## config.mk

```make
export PLATFORM = sky130hd
export DESIGN_NAME = imhpq_cell
export DESIGN_NICKNAME = d
export VERILOG_FILES = /design/src/design/imhpq_pkg.sv /design/src/design/imhpq_cell.sv
export SDC_FILE = /design/constraint.sdc
export NUM_CORES = 1
export LEC_CHECK = 0
export CAP_MARGIN = 30
export CORE_ASPECT_RATIO = 1.5
export CORE_MARGIN = 1.5
export CORE_UTILIZATION = 65
export CTS_CLUSTER_DIAMETER = 50
export CTS_CLUSTER_SIZE = 25
export DETAILED_ROUTE_END_ITERATION = 12
export DONT_BUFFER_PORTS = 1
export PLACE_DENSITY = 0.81
export SYNTH_ARGS = -nofsm -noshare
export SYNTH_HDL_FRONTEND = slang
export SYNTH_SLANG_ARGS = --single-unit
```

## constraint.sdc

```tcl
create_clock -name clk -period 3.1 [get_ports clk]
set_input_delay 0.62 -clock clk [delete_from_list [all_inputs] [get_ports clk]]
set_output_delay 0.62 -clock clk [all_outputs]
set_load 0.01 [all_outputs]
```

## src/design/imhpq_pkg.sv

```systemverilog
`default_nettype none
package imhpq_pkg;
    localparam int DEPTH   = 64;
    localparam int KEY_W   = 8;
    localparam int PAY_W   = 32;
    localparam int CNT_W   = $clog2(DEPTH + 1);
    localparam int STAT_W  = 3;

    localparam logic [STAT_W-1:0] ST_OK     = 3'd0;
    localparam logic [STAT_W-1:0] ST_FULL   = 3'd1;
    localparam logic [STAT_W-1:0] ST_EMPTY  = 3'd2;
    localparam logic [STAT_W-1:0] ST_KEY    = 3'd3;
    localparam logic [STAT_W-1:0] ST_TARGET = 3'd4;
    localparam logic [STAT_W-1:0] ST_RANGE  = 3'd5;

    localparam logic [1:0] ACT_INSERT  = 2'd0;
    localparam logic [1:0] ACT_PROMOTE = 2'd1;
    localparam logic [1:0] ACT_DEMOTE  = 2'd2;
    localparam logic [1:0] ACT_REMOVE  = 2'd3;

    localparam logic REG_MAX_PRIO = 1'b0;
    localparam logic REG_CAPACITY = 1'b1;

    typedef enum logic [2:0] {
        OP_HOLD,
        OP_INSERT,
        OP_DELETE,
        OP_REKEY,
        OP_SORT
    } cell_op_t;

    typedef struct packed {
        logic             valid;
        logic [KEY_W-1:0] key;
        logic [PAY_W-1:0] payload;
    } entry_t;

    typedef struct packed {
        cell_op_t         op;
        logic [KEY_W-1:0] key_a;
        logic [KEY_W-1:0] key_b;
        logic [PAY_W-1:0] payload;
        logic             phase;
    } cell_cmd_t;
endpackage
`default_nettype wire

```

## src/design/imhpq_cell.sv

```systemverilog
`default_nettype none
// One slot of the sorted chain: entries stay in ascending key order, valid first.
module imhpq_cell (
    input  wire logic                    clk,
    input  wire logic                    rst_n,
    input  wire logic                    odd,
    input  wire imhpq_pkg::cell_cmd_t    cmd,
    input  wire imhpq_pkg::entry_t       left_ent,
    input  wire imhpq_pkg::entry_t       right_ent,
    input  wire logic                    left_lt,
    output imhpq_pkg::entry_t            ent,
    output logic                         lt,
    output logic                         hit_a,
    output logic                         hit_b,
    output logic                         swap
);
    imhpq_pkg::entry_t ent_reg;
    imhpq_pkg::entry_t ent_next;
    logic              sort_left;
    logic              swap_right;

    assign ent        = ent_reg;
    assign lt         = ent_reg.valid && (ent_reg.key < cmd.key_a);
    assign hit_a      = ent_reg.valid && (ent_reg.key == cmd.key_a);
    assign hit_b      = ent_reg.valid && (ent_reg.key == cmd.key_b);
    assign sort_left  = (odd == cmd.phase);
    assign swap       = (cmd.op == imhpq_pkg::OP_SORT) && sort_left && ent_reg.valid
                        && right_ent.valid && (ent_reg.key > right_ent.key);
    assign swap_right = (cmd.op == imhpq_pkg::OP_SORT) && !sort_left && ent_reg.valid
                        && left_ent.valid && (left_ent.key > ent_reg.key);

    always_comb
    begin
        ent_next = ent_reg;
        case (cmd.op)
            imhpq_pkg::OP_INSERT:
            begin
                if (!lt)
                begin
                    if (left_lt)
                    begin
                        ent_next.valid   = 1'b1;
                        ent_next.key     = cmd.key_a;
                        ent_next.payload = cmd.payload;
                    end
                    else
                    begin
                        ent_next = left_ent;
                    end
                end
            end
            imhpq_pkg::OP_DELETE:
            begin
                // close the gap: every entry at or above the removed key moves down
                if (!lt)
                begin
                    ent_next = right_ent;
                end
            end
            imhpq_pkg::OP_REKEY:
            begin
                if (hit_a)
                begin
                    ent_next.key = cmd.key_b;
                end
            end
            imhpq_pkg::OP_SORT:
            begin
                if (swap)
                begin
                    ent_next = right_ent;
                end
                else if (swap_right)
                begin
                    ent_next = left_ent;
                end
            end
            default:
            begin
                ent_next = ent_reg;
            end
        endcase
    end

    always_ff @(posedge clk or negedge rst_n)
    begin
        if (!rst_n)
        begin
            ent_reg <= '0;
        end
        else
        begin
            ent_reg <= ent_next;
        end
    end
endmodule
`default_nettype wire

```

==> results.sh, run 1 <==
export IMPL_final_common_cell="inv_1"
export IMPL_synth_top_area_share=0.243
export IMPL_largest_register_ff_count=41
export IMPL_mostFrequentLayoutCells="inv_1, mux2i_1, a211oi_1, dfrtp_1"
export IMPL_status="complete, no violations"
export IMPL_grt_overflow_total=0
export IMPL_core_area_um2=6220
export IMPL_cpPeakStageDelay_ns=0.48
export IMPL_cp_end_kind="output port"
export IMPL_cp_top_family="compound AO/OA/AOI/OAI gates"
export IMPL_cts_root_buf="clkbuf_8"
export IMPL_place_port_buffers=0
export IMPL_clockBufferDepth=2
export IMPL_cp_slowest_cell="dfrtp_1"
export IMPL_timing_fmax_mhz=348
export IMPL_worstPathArrival_ns=2.25
export IMPL_ys_top_cells_by_area="dfrtp_1, mux2i_1, mux2_2, a311o_1, a211oi_1"
export IMPL_firstDrtPassIters=4
export IMPL_path_buf_inv=3
export IMPL_ys_seq_area_frac=0.243
export IMPL_cts_buffers_inserted=5
export IMPL_grt_usage=0.356
export IMPL_h_tree_depth=2
export IMPL_place_inst=520
export IMPL_ir_worst_vdd_mv=0.406
export IMPL_finalNonFillerCells=530
export IMPL_synth_cells=471
export IMPL_grt_pass1_vias=4001
export IMPL_cts_tree="done"
export IMPL_ys_flop_type="dfrtp_1"
export IMPL_grt_max_degree=43
export IMPL_dieArea_um2=7000
export IMPL_vias_per_cell=7.50
export IMPL_antenna_found_initial=0
export IMPL_finalSetupViolCount=0
export IMPL_cts_sinks=41
export IMPL_finalHoldViolations=0
export IMPL_required_ns=2.48
export IMPL_ioPinCount=183
export IMPL_hold_path_class="primary input to async pin"
export IMPL_relSlewSlack=0.587
export IMPL_drv_slew=0
export IMPL_drc_errors=0
export IMPL_drive_gt1_frac=0.147
export IMPL_worstMarginPinSlew_ns=0.617
export IMPL_drt_iter0_markers=201
export IMPL_rsz0062_at_grt="no"
export IMPL_area_growth_syn_to_layout_pct=4.15
export IMPL_cts_clk_slew_worst_paths_ns=0.08
export IMPL_fin_crit_ns=2.87
export IMPL_synth_edf_count=0
export IMPL_start_util=0.679
export IMPL_cts_setup_buffers=0
export IMPL_postRouteAntennaNets=0
export IMPL_reg2reg_slack_ns=0.38
export IMPL_path_cells="buf_4, ha_1, nor2b_1, o211ai_1, a21o_1, a21o_1, buf_4, inv_2"
export IMPL_p_leak_nw=1.90
export IMPL_insertion_delay_ns=0.30
export IMPL_die_w_um=68.8
export IMPL_critical_path_max_fanout=10
export IMPL_cp_start_kind="flop"
export IMPL_ctsResizeCount=0
export IMPL_rows=35
export IMPL_yosysWarnings=0
export IMPL_num_vias=3974
export IMPL_place_gp_congestion=0.853
export IMPL_synthArstFlopShare=1.00
export IMPL_dp_hpwl_um=9280
export IMPL_diodes=0
export IMPL_nets=617
export IMPL_final_util=0.707
export IMPL_wl_um=12700
export IMPL_maxCapViolCount=0
export IMPL_grt_pass1_wl_um=18800
export IMPL_worst_setup_path_type="flop to output port"
export IMPL_avgSynthCellArea_um2=8.96
export IMPL_synth_cell_types=49
export IMPL_skew_ns=0.0140
export IMPL_p_per_area_nw_per_um2=549
export IMPL_ys_ff_latch=41
export IMPL_tns_ns=0
export IMPL_syn_area_um2=4220
export IMPL_fin_crit_sh=0.926
export IMPL_wl_per_cell_um=24.0
export IMPL_syn_num_nets=633
export IMPL_hold_worst_slack_ns=0.0145
export IMPL_yosys_area_top_type="dfrtp_1"
export IMPL_die_y_um=102
## report_power, final
group          total [mW]  switching [mW]  internal, mW
registers            1.01           0.296         0.718
clock network       0.456           0.193         0.263
logic               0.946           0.488         0.458
## cells in the mapped netlist, types with 5 or more instances
master / n
mux2i_1: 42
clkbuf_1: 25
nand2b_1: 5
a21oi_1: 11
nand4_1: 9
mux2_2: 35
nand2_1: 11
inv_1: 61
a221oi_1: 5
a211oi_1: 43
buf_6: 5
nor2_1: 13
dfrtp_1: 41
xnor2_1: 7
a311o_1: 35
o21ai_0: 8
o22ai_1: 32
ha_1: 24
buf_2: 6
## through the flow
stage | instance area [um^2] | total power, mW | worst slack, ns
finish | 4400 | 2.42 | 0.230
global route | 4400 | 2.55 | 0.113
CTS | 4390 | 2.41 | 0.222
detailed placement | 4260 | 1.95 | 0.330
global placement | 4260 | 1.91 | 0.362
floorplan | 4220 | 1.68 | 0.428
## worst paths after layout
check / start / endpoint / depth (start not counted)
max in group asynchronous: rst_n / ent[32] / 1
max: ent[33] / swap / 8
max reg2reg: ent[35] / ent[2] / 8
min reg2reg: ent[11] / ent[11] / 1
min in group clk: left_ent[32] / ent[32] / 2
min: rst_n / ent[7] / 0
## area by class of cell
type | count | area [um^2]
inverter | 63 | 236
sequential | 41 | 1030
clock inverter | 1 | 30.0
multi-input combinational | 326 | 2770
fill | 505 | 1820
tap | 74 | 92.6
clock buffer | 7 | 86.3
timing repair buffer | 18 | 153
## kinds of logic after synthesis
| group | Yosys count | share of synthesized area |
|---|---|---|
| AO/OA/AOI/OAI | 161 | 0.298 |
| buffers and inverters | 104 | 0.106 |
| multiplexers | 78 | 0.196 |
| AND/OR/NAND/NOR | 53 | 0.0658 |
| flip-flops | 41 | 0.243 |
| adder cells (fa/ha/maj) | 24 | 0.0711 |
| XOR/XNOR | 10 | 0.0207 |
## per-layer routing
| layer | GRT usage | wire [um] |
|---|---|---|
| met3 | 0.0589 | 1040 |
| met4 | 0.164 | 514 |
| met5 | 0 | 0 |
| met2 | 0.638 | 6670 |
| met1 | 0.398 | 4470 |
## timing repair
item / 4_1_cts / 5_1_grt
setup endpoints to repair: 0 / 0
hold buffers: 1 / 1
hold endpoints to repair: 11 / 12
Power figures use the tool's default switching activity.
==> inputs of run 2 (changes only) <==
GPL_TIMING_DRIVEN = 0   (was not set)
==> results.sh, run 2 (synthesis results as in run 1) <==
export IMPL_worst_setup_path_type="flop to output port"
export IMPL_dpl_cell_area_um2=4310
export IMPL_rsz0062_at_grt="no"
export IMPL_worstPathArrival_ns=2.32
export IMPL_grt_pass1_wl_um=19600
export IMPL_cp_end_kind="output port"
export IMPL_timing_fmax_mhz=340
export IMPL_finalHoldViolations=0
export IMPL_antenna_found_initial=0
export IMPL_tns_ns=0
export IMPL_largest_register_ff_count=41
export IMPL_worstMarginPinSlew_ns=0.777
export IMPL_p_per_area_nw_per_um2=522
export IMPL_cts_clk_slew_worst_paths_ns=0.09
export IMPL_dp_slack_ns=0.0428
export IMPL_insertion_delay_ns=0.30
export IMPL_fin_crit_ns=2.94
export IMPL_hold_path_class="primary input to async pin"
export IMPL_finalNonFillerCells=559
export IMPL_place_inst=545
export IMPL_finish_instance_area_um2=4470
export IMPL_num_vias=4035
export IMPL_firstDrtPassIters=5
export IMPL_required_ns=2.48
export IMPL_cts_tree="done"
export IMPL_fin_crit_sh=0.948
export IMPL_diodes=0
export IMPL_wl_per_cell_um=23.2
export IMPL_cp_start_kind="flop"
export IMPL_die_w_um=68.8
export IMPL_cts_sinks=41
export IMPL_grt_pass1_vias=4089
export IMPL_start_util=0.679
export IMPL_area_growth_syn_to_layout_pct=5.87
export IMPL_ioPinCount=183
export IMPL_grt_max_degree=27
export IMPL_reg2reg_slack_ns=0.20
export IMPL_relSlewSlack=0.482
export IMPL_rows=35
export IMPL_rr_startpoint="ent[35]"
export IMPL_nets=646
export IMPL_cts_buffers_inserted=5
export IMPL_h_tree_depth=2
export IMPL_status="complete, no violations"
export IMPL_dp_hpwl_um=9770
export IMPL_hold_worst_slack_ns=0.00686
export IMPL_finalSetupViolCount=0
export IMPL_ir_worst_vdd_mv=0.442
export IMPL_critical_path_max_fanout=10
export IMPL_drc_errors=0
export IMPL_clockBufferDepth=2
export IMPL_cts_root_buf="clkbuf_8"
export IMPL_p_leak_nw=1.92
export IMPL_vias_per_cell=7.22
export IMPL_mostFrequentLayoutCells="inv_1, mux2i_1, a211oi_1, dfrtp_1"
export IMPL_place_gp_congestion=0.936
export IMPL_final_util=0.719
export IMPL_core_area_um2=6220
export IMPL_grt_usage=0.372
export IMPL_postRouteAntennaNets=0
export IMPL_total_power_mw=2.34
export IMPL_die_y_um=102
export IMPL_drt_iter0_markers=342
export IMPL_dieArea_um2=7000
export IMPL_final_common_cell="inv_1"
export IMPL_drv_slew=0
export IMPL_drive_gt1_frac=0.140
export IMPL_skew_ns=0.0107
export IMPL_rr_worst_depth=7
export IMPL_maxCapViolCount=0
export IMPL_place_port_buffers=0
export IMPL_wl_um=13000
export IMPL_finalWorstSetupSlack_ns=0.160
export IMPL_grt_overflow_total=0
export IMPL_r2r_end="ent[35]"
-- run 2: cell count changes in the layout (fill, tap and decap cells not counted), sizes merged --
cell	delta
clkbuf	+23
bufinv	-1
dlygate4sd3	+3
clkinvlp	+3
buf	+1
-- run 2: how the worst max path moves through the flow --
| stage | from | end | slack [ns] | cells past startpoint |
|---|---|---|---|---|
| 3_3_place_gp | right_ent[37] | ent[8] | 0.06 | 9 |
| 4_1_cts | ent[37] | swap | 0.11 | 8 |
| 3_5_place_dp | right_ent[37] | ent[19] | 0.04 | 9 |
| 5_1_grt | ent[37] | swap | 0.02 | 8 |
| 6_report | ent[37] | swap | 0.16 | 8 |
| 2_1_floorplan | right_ent[37] | swap | 0.43 | 9 |
-- run 2: worst max-delay path: stages (launching register included) --
cell and delay (ns):
dfrtp_1 0.51, ha_1 0.35, a21oi_1 0.14, nor2_1 0.08
a211oi_2 0.35, a21o_1 0.19, buf_6 0.17, buf_6 0.16
inv_2 0.05
-- run 2: layer usage --
metal / vias up / GRT usage / wire (um)
li1: 1827 / - / -
met1: 1921 / 0.406 / 4430
met2: 242 / 0.632 / 6620
met3: 45 / 0.118 / 1360
met4: 0 / 0.186 / 554
met5: - / 0 / 0
-- run 2: what timing repair did --
| item | 4_1_cts | 5_1_grt |
|---|---|---|
| endpoints found under the setup margin | 1 | 34 |
| resized for setup | 1 | 1 |
| hold endpoints to repair | 9 | 13 |
| pin swaps | 0 | 2 |
| buffers inserted | 0 | 1 |
| hold buffers | 4 | 1 |
-- run 2: layout make-up --
cell class	count	area (um^2)
clock buffer	5	68.8
sequential	41	1030
timing repair buffer	6	57.6
multi-input combinational	326	2750
tap	74	92.6
fill	512	1750
clock inverter	3	22.5
buffer	41	210
inverter	63	236
-- run 2: power by group --
group	total, mW	leakage (nW)	internal [mW]	switching, mW
Clock	0.368	0.0364	0.158	0.210
Combinational	0.962	1.40	0.451	0.511
Sequential	1.01	0.485	0.719	0.286
Total	2.34	1.92	1.33	1.01
==> inputs of run 3 (changes only) <==
CORE_UTILIZATION = 68   (was 65)
PLACE_DENSITY = 0.84   (was 0.81)
clock period = 3.4 ns   (was 3.1 ns; I/O delays follow)
==> results.sh, run 3 (synthesis results as in run 1) <==
export IMPL_status="complete, no violations"
export IMPL_worst_path_stages=8
export IMPL_hold_path_class="primary input to async pin"
export IMPL_firstDrtPassIters=5
export IMPL_grt_max_degree=42
export IMPL_startpoint="ent[37]"
export IMPL_cts_setup_buffers=0
export IMPL_worstMarginPinSlew_ns=0.778
export IMPL_dieArea_um2=6700
export IMPL_wl_um=12900
export IMPL_nets=640
export IMPL_path_cells="ha_1, a21oi_1, nor2_1, a211oi_2, a21o_1, buf_6, buf_6, inv_2"
export IMPL_p_sw_mw=0.909
export IMPL_ctsHoldBuffers=0
export IMPL_ioPinCount=183
export IMPL_worstPathArrival_ns=2.39
export IMPL_area_growth_syn_to_layout_pct=5.16
export IMPL_mostFrequentLayoutCells="inv_1, mux2i_1, a211oi_1, dfrtp_1"
export IMPL_cts_tree="done"
export IMPL_cp_top_family="compound AO/OA/AOI/OAI gates"
export IMPL_largest_register_ff_count=41
export IMPL_relSlewSlack=0.481
export IMPL_rsz0062_at_grt="no"
export IMPL_drv_slew=0
export IMPL_finalSetupViolCount=0
export IMPL_p_leak_nw=1.92
export IMPL_dp_hpwl_um=9930
export IMPL_path_buf_inv=3
export IMPL_drive_gt1_frac=0.138
export IMPL_antenna_found_initial=0
export IMPL_cts_root_buf="clkbuf_8"
export IMPL_internal_power_mw=1.30
export IMPL_maxCapViolCount=0
export IMPL_skew_ns=0.0104
export IMPL_drt_iter0_markers=235
export IMPL_tns_ns=0
export IMPL_h_tree_depth=2
export IMPL_fin_crit_ns=3.07
export IMPL_combPwrFrac=0.389
export IMPL_rr_worst_depth=7
export IMPL_cts_sinks=41
export IMPL_die_w_um=67.3
export IMPL_grt_pass1_wl_um=19600
export IMPL_drc_errors=0
export IMPL_final_common_cell="inv_1"
export IMPL_cp_start_kind="flop"
export IMPL_rr_startpoint="ent[36]"
export IMPL_grt_usage=0.383
export IMPL_ctsResizeCount=0
export IMPL_cp_common_cell="buf_6"
export IMPL_postRouteAntennaNets=0
export IMPL_grt_overflow_total=0
export IMPL_fin_crit_sh=0.904
export IMPL_finalHoldViolations=0
export IMPL_pwr_share_seq=0.416
export IMPL_diodes=0
export IMPL_critical_path_max_fanout=10
export IMPL_cp_slowest_cell="dfrtp_1"
export IMPL_ir_worst_vdd_mv=0.313
export IMPL_total_power_mw=2.20
export IMPL_cp_end_kind="output port"
export IMPL_num_vias=4045
export IMPL_vias_per_cell=7.31
export IMPL_die_y_um=99.5
export IMPL_worst_setup_path_type="flop to output port"
export IMPL_clockBufferDepth=2
export IMPL_place_gp_congestion=0.971
export IMPL_core_area_um2=6090
export IMPL_wl_per_cell_um=23.4
export IMPL_cts_clk_slew_worst_paths_ns=0.09
export IMPL_switching_share=0.412
export IMPL_final_util=0.729
export IMPL_cts_buffers_inserted=5
export IMPL_endpoint="swap"
export IMPL_grt_pass1_vias=4215
export IMPL_clkPwrFrac=0.195
export IMPL_cpPeakStageDelay_ns=0.55
export IMPL_p_per_area_nw_per_um2=497
export IMPL_insertion_delay_ns=0.30
export IMPL_required_ns=2.72
export IMPL_r2r_end="ent[37]"
export IMPL_start_util=0.694
export IMPL_place_port_buffers=0
export IMPL_reg2reg_slack_ns=0.47
export IMPL_timing_fmax_mhz=325
export IMPL_rows=35
[run 3: cell type report]
class	count	area (um^2)
multi-input cells	326	2750
fillers	488	1650
flip-flops and latches	41	1030
inverters	63	236
plain buffers	41	210
well taps	74	92.6
clock buffers	6	82.6
clock inverters	2	37.5
[run 3: metrics by stage]
step / hold slack, ns / instance area [um^2] / instances / worst slack [ns]
finish: 0.0562 / 4440 / 553 / 0.327
global route: 0.0490 / 4440 / 553 / 0.214
CTS: 0.0584 / 4430 / 553 / 0.112
detailed placement: 0.385 / 4310 / 545 / 0.245
global placement: 0.385 / 4310 / 545 / 0.220
floorplan: 0.384 / 4220 / 471 / 0.608
[run 3: how the worst min path moves through the flow]
stage               startpoint  slack (ns)      end
floorplan                rst_n        0.38   ent[0]
global placement         rst_n        0.39  ent[34]
detailed placement       rst_n        0.38  ent[34]
CTS                      rst_n        0.06  ent[34]
global route             rst_n        0.05  ent[36]
finish                   rst_n        0.06  ent[34]
[run 3: worst reg2reg max path, cell delays in order (launching register included)]
cell and delay (ns):
dfrtp_1 0.51, ha_1 0.38, nand4_1 0.12, nor3_1 0.51
a2bb2oi_1 0.37, nand3_1 0.19, a21oi_4 0.34, mux2_2 0.39
[run 3: power by group through the flow]
stage | clock (mW) | sequential, mW | combinational (mW)
3_5_place_dp | 0 | 0.923 | 0.839
6_report | 0.430 | 0.916 | 0.858
3_3_place_gp | 0 | 0.918 | 0.812
4_1_cts | 0.430 | 0.915 | 0.843
5_1_grt | 0.451 | 0.933 | 0.946
2_1_floorplan | 0 | 0.856 | 0.671
[run 3: routing by layer]
layer | vias up | track usage | share of wire
li1 | 1815 | - | -
met1 | 1937 | 0.423 | 0.35
met2 | 252 | 0.689 | 0.53
met3 | 41 | 0.0769 | 0.086
met4 | 0 | 0.159 | 0.035
met5 | - | 0 | 0
